===== src/design/siq_pkg.sv =====
// shared types and codes for the sorted insert queue
package siq_pkg;

  localparam int DataW = 8;

  typedef logic [1:0] cmd_t;
  localparam cmd_t CMD_INSERT  = 2'd0;
  localparam cmd_t CMD_APPEND  = 2'd1;
  localparam cmd_t CMD_DEQUEUE = 2'd2;

  typedef logic [1:0] status_t;
  localparam status_t ST_DONE       = 2'd0;
  localparam status_t ST_REJ_FULL   = 2'd1;
  localparam status_t ST_REJ_EMPTY  = 2'd2;

  typedef logic signed [DataW-1:0] value_t;

  // operation broadcast to every cell, at most one bit set
  typedef struct packed {
    logic ins;
    logic app;
    logic deq;
  } cell_ctrl_t;

endpackage


===== src/design/sorted_insert_queue_core.sv =====
// top level of the sorted insert queue: row of cells, count and result register
//
//  channel | dir | handshake                 | payload
//  s_axis  | in  | s_tvalid / s_tready       | s_tdata: command, data
//  m_axis  | out | m_tvalid / m_tready       | m_tdata: head_value, is_empty,
//          |     |                           |   is_full, entry_count, status
//
// one word per cycle unless stalled: every cell compares against the new byte
// and shifts in the same clock, the insert point found by a pass chain along
// the row. a taken word's result is in the output register in the next cycle.
// s_tready stays high while the output register is empty or being drained.
// rst clears the count and the output valid; cell contents are not cleared.
module sorted_insert_queue_core
  import siq_pkg::*;
#(
  parameter int DEPTH = 8
) (
  input  logic        clk,
  input  logic        rst,
  input  logic        s_tvalid,
  output logic        s_tready,
  input  logic [15:0] s_tdata,   // [1:0] command, [9:2] data, [15:10] zero
  output logic        m_tvalid,
  input  logic        m_tready,
  output logic [15:0] m_tdata    // [7:0] head_value, [8] is_empty, [9] is_full,
                                 // [13:10] entry_count, [15:14] status
);

  localparam int CW  = $clog2(DEPTH + 1);
  localparam int CXW = (CW > 4) ? CW : 4;

  logic [CW-1:0] count;
  logic [CW-1:0] count_next;
  logic [CXW-1:0] count_ext;

  cmd_t       command;
  value_t     data;
  logic       in_acc;
  logic       full;
  logic       empty;
  status_t    status;
  cell_ctrl_t ctrl;

  value_t            cell_value [DEPTH];
  value_t            cell_next  [DEPTH];
  logic [DEPTH:0]    pass;
  logic [DEPTH-1:0]  occ;

  value_t head_next;

  assign command  = s_tdata[1:0];
  assign data     = s_tdata[9:2];
  assign s_tready = !m_tvalid || m_tready;
  assign in_acc   = s_tvalid && s_tready;
  assign full     = (count == CW'(DEPTH));
  assign empty    = (count == '0);

  always_comb begin
    ctrl       = '0;
    status     = ST_DONE;
    count_next = count;
    if (in_acc) begin
      unique case (command)
        CMD_INSERT, CMD_APPEND: begin
          if (full) begin
            status = ST_REJ_FULL;
          end else begin
            ctrl.ins   = (command == CMD_INSERT);
            ctrl.app   = (command == CMD_APPEND);
            count_next = count + CW'(1);
          end
        end
        CMD_DEQUEUE: begin
          if (empty) begin
            status = ST_REJ_EMPTY;
          end else begin
            ctrl.deq   = 1'b1;
            count_next = count - CW'(1);
          end
        end
        default: begin
          status = ST_DONE;
        end
      endcase
    end
  end

  assign pass[0] = 1'b1;

  for (genvar i = 0; i < DEPTH; i++) begin : g_cell
    assign occ[i] = (CW'(i) < count);

    siq_cell u_cell (
      .clk           (clk),
      .ctrl          (ctrl),
      .new_value     (data),
      .left_value    ((i == 0) ? data : cell_value[(i == 0) ? 0 : i - 1]),
      .right_value   (cell_value[(i == DEPTH - 1) ? i : i + 1]),
      .left_occupied ((i == 0) ? 1'b1 : occ[(i == 0) ? 0 : i - 1]),
      .occupied      (occ[i]),
      .pass_in       (pass[i]),
      .pass_out      (pass[i+1]),
      .value         (cell_value[i]),
      .value_next    (cell_next[i])
    );
  end

  assign head_next = (count_next != '0) ? cell_next[0] : '0;
  assign count_ext = CXW'(count_next);

  always_ff @(posedge clk) begin
    if (rst) begin
      count    <= '0;
      m_tvalid <= 1'b0;
    end else begin
      count <= count_next;
      if (in_acc) begin
        m_tvalid <= 1'b1;
      end else if (m_tready) begin
        m_tvalid <= 1'b0;
      end
    end
    if (in_acc) begin
      m_tdata <= {status, count_ext[3:0], (count_next == CW'(DEPTH)),
                  (count_next == '0), head_next};
    end
  end

  // a rejected insert or append leaves the count untouched
  assert property (@(posedge clk) disable iff (rst)
    in_acc && full && (command == CMD_INSERT || command == CMD_APPEND)
      |=> count == $past(count))
    else $error("count changed on rejected insert");

  assert property (@(posedge clk) disable iff (rst)
    in_acc && empty && command == CMD_DEQUEUE
      |=> m_tvalid && m_tdata[15:14] == ST_REJ_EMPTY)
    else $error("dequeue on empty not reported");

  assert property (@(posedge clk) disable iff (rst)
    m_tvalid && m_tdata[8] |-> m_tdata[7:0] == 8'd0 && !m_tdata[9])
    else $error("empty result with head or full flag set");

  assert property (@(posedge clk) disable iff (rst)
    count <= CW'(DEPTH))
    else $error("count above depth");

endmodule


===== src/design/siq_cell.sv =====
// one storage cell of the queue: keep, take new word, or shift from a neighbor
module siq_cell
  import siq_pkg::*;
(
  input  logic       clk,
  input  cell_ctrl_t ctrl,
  input  value_t     new_value,
  input  value_t     left_value,
  input  value_t     right_value,
  input  logic       left_occupied,
  input  logic       occupied,
  input  logic       pass_in,
  output logic       pass_out,
  output value_t     value,
  output value_t     value_next
);

  logic lt;

  // an empty cell never passes, so the insert lands at the tail at the latest
  assign lt       = occupied && (value < new_value);
  assign pass_out = pass_in && lt;

  always_comb begin
    value_next = value;
    if (ctrl.ins) begin
      if (!pass_in) begin
        value_next = left_value;
      end else if (!lt) begin
        value_next = new_value;
      end
    end else if (ctrl.app) begin
      if (left_occupied && !occupied) begin
        value_next = new_value;
      end
    end else if (ctrl.deq) begin
      value_next = right_value;
    end
  end

  always_ff @(posedge clk) begin
    value <= value_next;
  end

endmodule

===== config.mk =====
export PLATFORM = sky130hd
export DESIGN_NAME = sorted_insert_queue_core
export DESIGN_NICKNAME = d
export VERILOG_FILES = /design/src/design/siq_pkg.sv /design/src/design/sorted_insert_queue_core.sv /design/src/design/siq_cell.sv
export SDC_FILE = /design/constraint.sdc
export NUM_CORES = 1
export LEC_CHECK = 0
export ABC_AREA = 1
export BUFFER_PORTS_ARGS = -buffer_cell sky130_fd_sc_hd__buf_2
export CAP_MARGIN = 20
export CORE_MARGIN = 2
export CORE_UTILIZATION = 30
export CTS_CLUSTER_DIAMETER = 80
export DETAILED_ROUTE_END_ITERATION = 10
export PLACE_DENSITY_LB_ADDON = 0.3
export SLEW_MARGIN = 20
export SYNTH_ARGS = -nofsm -noshare
export SYNTH_HDL_FRONTEND = slang
export SYNTH_SLANG_ARGS = --single-unit

===== constraint.sdc =====
create_clock -name clk -period 3.2 [get_ports clk]
set_input_delay 0.48 -clock clk [delete_from_list [all_inputs] [get_ports clk]]
set_output_delay 0.48 -clock clk [all_outputs]
set_load 0.02 [all_outputs]

## Word-level counts from Yosys, hierarchy flattened

Index checks and enable logic that the tools add are counted.
Widths: inputs -> output; s select.

| storage, ports and cells | value |
|---|---|
| output and inout bits | 18 |
| word-level logic and storage cells | 154 |
| bits of input ports | 20 |
| bits in registers | 85 |

| cells by class | value |
|---|---|
| reduce and logical (&&, ||, !) cells | 47 |
| multiplexer cells | 60 |
| $lt $le $gt $ge | 16 |
| add/sub/neg operators | 2 |
| eq/ne operators | 17 |

Operator list:

| operator | count |
|---|---|
| $mux 8 | 46 |
| $lt 8x8->1 | 8 |
| $logic_and 1x1->1 | 22 |
| $ne 3x3->1 const B | 7 |
| $reduce_and 3->1 | 7 |
| $ne 3x1->1 const B | 6 |
| $lt 3x4->1 const A | 4 |
| $mux 4 | 3 |
| $eq 4x4->1 const B | 2 |
| $logic_not 1->1 | 8 |
| $logic_not 4->1 | 2 |
| $lt 1x4->1 const A | 2 |
| $lt 2x4->1 const A | 2 |
| $pmux 4 s2 | 1 |
| $mux 2 | 3 |
| $reduce_bool 2->1 | 3 |
| $mux 1 | 5 |
| $add 4x1->4 const B | 1 |
| $pmux 2 s2 | 1 |
| $reduce_bool 4->1 | 1 |
| $sub 4x1->4 const B | 1 |
| $mux 3 | 1 |
| $reduce_bool 3->1 | 1 |
| $eq 2x1->1 const B | 1 |
| 4 further kinds | 4 |

## Depth between registers and ports, before layout

| depth | value |
|---|---|
| depth after elaboration | 10 |
| gate-level depth with buffers | 18 |
| gate-level depth less buffers | 17 |

## Hierarchy

From an unflattened synthesis, not the netlist that was laid out.

| second synthesis, totals | value |
|---|---|
| cells, all modules | 1275 |
| area, all modules | 8270.4 sq um |

Modules (own cells, without submodules):

| module | cells an instance | sequential area each (sq um) | area each (sq um) | times used |
|---|---|---|---|---|
| siq_cell | 144 | 160.2 | 888.4 | 8 |
| sorted_insert_queue_core | 123 | 580.6 | 1163.6 | 1 |

## Least setup slack after synthesis

No wires, ideal clock.

| path | value |
|---|---|
| path kind | input-to-reg |
| from | in s_tdata[7] |
| to | reg g_cell[4].u_cell.value[0], enable pin |
| arrival | 2.609 ns |
| stages | 12 |
| required time | 2.817 ns |
| buffers on the path | 1 |
| path slack | 0.207 ns |
| library setup time | 0.383 ns |
| cell sequence | inv_1 ha_1 a21oi_1 nor2_1 nor3_1 nand3_1 nand2_1 nor2_4 nand4_4 buf_2 nor2_1 nor3_1 |

| on the way | value |
|---|---|
| longest elaborated chain between the ends | 7 |
| elaborated cells on any way between the ends | 15 |
| those cells by class | 5 x order compare; 1 x eq/ne; 9 x reduce/logical |

RTL lines:

| item | line | RTL |
|---|---|---|
| start, declared | sorted_insert_queue_core.sv:22 | `input logic [15:0] s_tdata,` |
| $lt 8x8->1 | siq_cell.sv:21 | `assign lt = occupied && (value < new_value);` |
| $logic_and 1x1->1 | siq_cell.sv:21 |  |
| $logic_and 1x1->1 (3 in a row) | siq_cell.sv:22 | `assign pass_out = pass_in && lt;` |
| $ne 3x3->1 (no source line) * | -- |  |
| $reduce_and 3->1 (no source line) * | -- |  |
| end signal, assigned | siq_cell.sv:42 | `value <= value_next;` |
| end, declared | siq_cell.sv:14 | `output value_t value,` |

Every way passes the cells marked *; elsewhere a longest branch is shown, timed or not.
A chain may end at the register's enable or synchronous reset.

## Final worst setup path

| path | value |
|---|---|
| from | reg count[0] |
| to | reg g_cell[6].u_cell.value[4], enable pin |

| on the way | value |
|---|---|
| longest elaborated chain between the ends | 9 |
| elaborated cells on any way between the ends | 32 |
| those cells by class | 7 x order compare; 3 x eq/ne; 5 x mux; 17 x reduce/logical |

RTL lines:

| item | line | RTL |
|---|---|---|
| start, declared | sorted_insert_queue_core.sv:32 | `logic [CW-1:0] count;` |
| start signal, assigned | sorted_insert_queue_core.sv:116 | `count <= count_next;` |
| $lt 1x4->1 | sorted_insert_queue_core.sv:91 | `assign occ[i] = (CW'(i) < count);` |
| $logic_and 1x1->1 | siq_cell.sv:21 |  |
| $logic_and 1x1->1 (5 in a row) | siq_cell.sv:22 |  |
| $ne 3x3->1 (no source line) | -- |  |
| $reduce_and 3->1 (no source line) * | -- |  |
| end signal, assigned | siq_cell.sv:42 |  |
| end, declared | siq_cell.sv:14 |  |

Marked as above.

==> impl_results.rst <==
.. list-table::
   :header-rows: 1

   * - Metric
     - Value
   * - Run status
     - finished clean
   * - Drc violations
     - 0
   * - Final-layout fill cell count
     - approximately 2200
   * - Number of buffers added by the clock tree synthesis step
     - 9
   * - Most frequent cells in the layout
     - nand2_1 (204), a21oi_1 (99), inv_1 (78)
   * - Layout net count
     - 914
   * - Die span in y
     - 146.9 um
   * - Last weighted congestion value of the routability-driven placer
     - 0.8331
   * - Buffer depth of the longest clock path
     - 2
   * - Fraction of the cycle the final worst path needs
     - around 90%
   * - Setup repair after global routing missed its margin
     - no
   * - Diodes inserted
     - 0
   * - Largest stage delay, worst path
     - between 700 and 800 ps
   * - Prevailing post-synth register cell
     - edfxtp_1
   * - Worst path slowest cell
     - a31oi_1
   * - Area used by multi-input combinational logic
     - 0.003249 mm2
   * - Initial cell density of the core
     - 30.47%
   * - Overall via count from detail_route
     - 5452
   * - Worst path required time
     - 3160 ps
   * - Post-placement cell count
     - around 1100
   * - Number of I/O port buffers
     - 31
   * - Sequential share of the synthesized area
     - 39.54%
   * - Clock sinks
     - 85
   * - Slew at the pin closest to its max-slew limit
     - between 1000 and 1500 ps
   * - Setup Slack @ Placement
     - -9.520 ps
   * - Synthesized instance count
     - a little under 800
   * - ANT nets after route
     - 0
   * - Number of synthesized flops with an enable pin
     - 72
   * - Pin count of the biggest net entering global routing
     - 50
   * - Number of endpoints failing setup at the final stage
     - 0
   * - Number of global-route vias before repair
     - 5423
   * - Static leakage
     - 3.204 nW
   * - Met1 layer wirelength in the final routing
     - 7835 um
   * - Length of routed met2 wiring
     - 7847 um
   * - Nets in the synthesized netlist
     - approximately 860
   * - Worst EP arrival
     - 2790 ps
   * - Final count of hold timing violations
     - 0
   * - Clk_lat worst skew
     - 350 ps
   * - Final Max Tran Viols
     - 0
   * - Number of distinct standard cells referenced by the synthesized netlist
     - 40
   * - Post-route setup TNS
     - 0 ps
   * - Highest routed metal layer
     - met4
   * - Number of register bits inferred by synthesis
     - 85
   * - CTS root buffer
     - clkbuf_16
   * - Clock Pin Slew Worst Setup and Hold Paths
     - 70 ps
   * - Via density
     - slightly below 5
   * - Row cnt
     - 52
   * - Crit path buf inv count
     - 4
   * - Path category of the worst min-delay check
     - in2reg
   * - Clock tree from TritonCTS
     - yes
   * - Highest fanout seen on the critical path
     - 10
   * - Launching element type of the critical path
     - flip-flop
   * - Number of max-cap violations
     - 0
   * - F_max
     - 353.9 MHz
   * - Worst path setup slack after routing
     - 374.5 ps
   * - Routed length on met3
     - 536 um
   * - Initial drt markers
     - between 400 and 500
   * - Final cell count without fillers
     - 1110
   * - Die Outline Area
     - 0.02158 mm2
   * - Sequential cell area in the final layout
     - 0.002422 mm2
   * - Syn. warnings
     - 0
   * - Mean instance size in the synthesized netlist
     - roughly 7.9 um2
   * - Global-route wire length before repair
     - 27650 um
   * - Per-cell routed wire length
     - around 15 um
   * - Most common cell after layout, fill and taps aside
     - nand2_1
   * - Endpoint type of the worst setup path
     - flip-flop
   * - Remaining max-slew budget at the tightest pin
     - 29.95%
   * - Total routed wirelength
     - 16500 um
   * - GRT Residual Overflow
     - 0
   * - Die outline width
     - approximately 150 um
   * - Core area
     - roughly 0.020 mm2
   * - Cells traversed along the worst timing path
     - inv_1 -> ha_1 -> inv_2 -> nor3_1 -> nor2_2 -> inv_2 -> nor2_8 -> inv_4 -> nand2_1 -> nand2_1 -> a31oi_1
   * - Post-synthesis async set-or-reset flop share
     - 0%
   * - Max IR drop VDD
     - between 0.2 and 0.25 mV
   * - Worst setup path class
     - reg2reg
   * - Cts hold-fix bufs
     - 0
   * - Final critical delay including setup and external delays
     - 2826 ps
   * - Worst setup skew after layout
     - 9.372 ps
   * - Hpwl dp
     - around 13000 um
   * - Layout-stage area growth over the synthesis result
     - 15.16%
   * - Power per standard cell area
     - 483.7 mW/mm2
   * - Cell family with the largest share of critical-path delay
     - compound AO/OA/AOI/OAI gates
   * - Share of layout cells above drive strength 1
     - between 10 and 15%
   * - CTS HTree Levels
     - 3
   * - Overall fraction of global-route tracks in use
     - ~16%
   * - First-pass DRT Iterations
     - 5
   * - Post-CTS Setup Inserts
     - 0
   * - Number of primary I/O pins
     - 38
   * - Number of cells upsized or downsized after cts
     - 0
   * - Antenna violations before repair
     - 0
   * - Post-synthesis instance area
     - 0.006126 mm2
-- where the power goes --
group	leakage, nW	switching, mW	internal [mW]
logic	2.28	0.627	0.339
registers	0.792	0.0867	1.37
clock network	0.131	0.440	0.549
-- Yosys cell counts, types with 7 or more instances --
cell	number	area [um2]
edfxtp_1	72	2162
o211ai_1	13	97.59
nand2_1	204	765.7
nor2_1	33	123.9
ha_1	59	738.2
buf_2	12	60.06
nand3_1	68	340.3
clkbuf_1	7	26.28
o21ai_0	44	220.2
a21oi_1	99	495.5
inv_2	8	30.03
dfxtp_1	13	260.3
nor2_2	7	43.79
inv_1	78	292.8
o21ai_1	17	85.08
-- per-stage QoR --
stage	area, um2	total power [mW]	hold WS, ps	util [%]
after CTS	7054	3.436	346.1	35.09
final	7054	3.412	348.0	35.09
after global placement	6789	2.436	494.5	33.77
after floorplan	6126	2.156	485.2	-
after global routing	7054	3.647	350.1	35.09
after detailed placement	6789	2.451	514.4	33.77
-- final cells by class --
type | instances | share of cell area [%]
clock inverter | 2 | 0.1596
timing repair buffer | 68 | 6.314
inverter | 88 | 4.736
multi-input combinational | 583 | 46.06
tap | 270 | 4.789
clock buffer | 14 | 3.601
sequential | 85 | 34.34
-- path summary, 6_finish.rpt --
check / from / to / slack (ps) / depth (start not counted)
hold reg to reg: g_cell[0].u_cell.value[1] / g_cell[0].u_cell.value[1] / 530 / 2
hold / removal: rst / count[1] / 350 / 2
setup / recovery: count[0] / g_cell[6].u_cell.value[4] / 370 / 11
setup reg to reg: count[0] / g_cell[6].u_cell.value[4] / 370 / 11
-- state kept, by name, indices dropped and copies added, names as in the netlist --
name                 flops
m_tvalid                 1
m_tdata                 16
g_cell.u_cell.value     64
count                    4
-- routing by layer --
metal	vias to the layer above	global-route usage, %
met5	-	0
li1	2797	-
met4	0	5.240
met2	91	26.41
met1	2544	21.58
met3	20	2.329
-- cell families (layout without fill, tap and decap cells) --
logic type	count (synthesis)	count (layout)	synth area share, %
AO/OA/AOI/OAI	187	187	16.38
buffers and inverters	112	172	7.414
adder cells (fa/ha/maj)	59	59	12.05
flip-flops	85	85	39.54
AND/OR/NAND/NOR	337	337	24.61
Power figures use the tool's default switching activity.
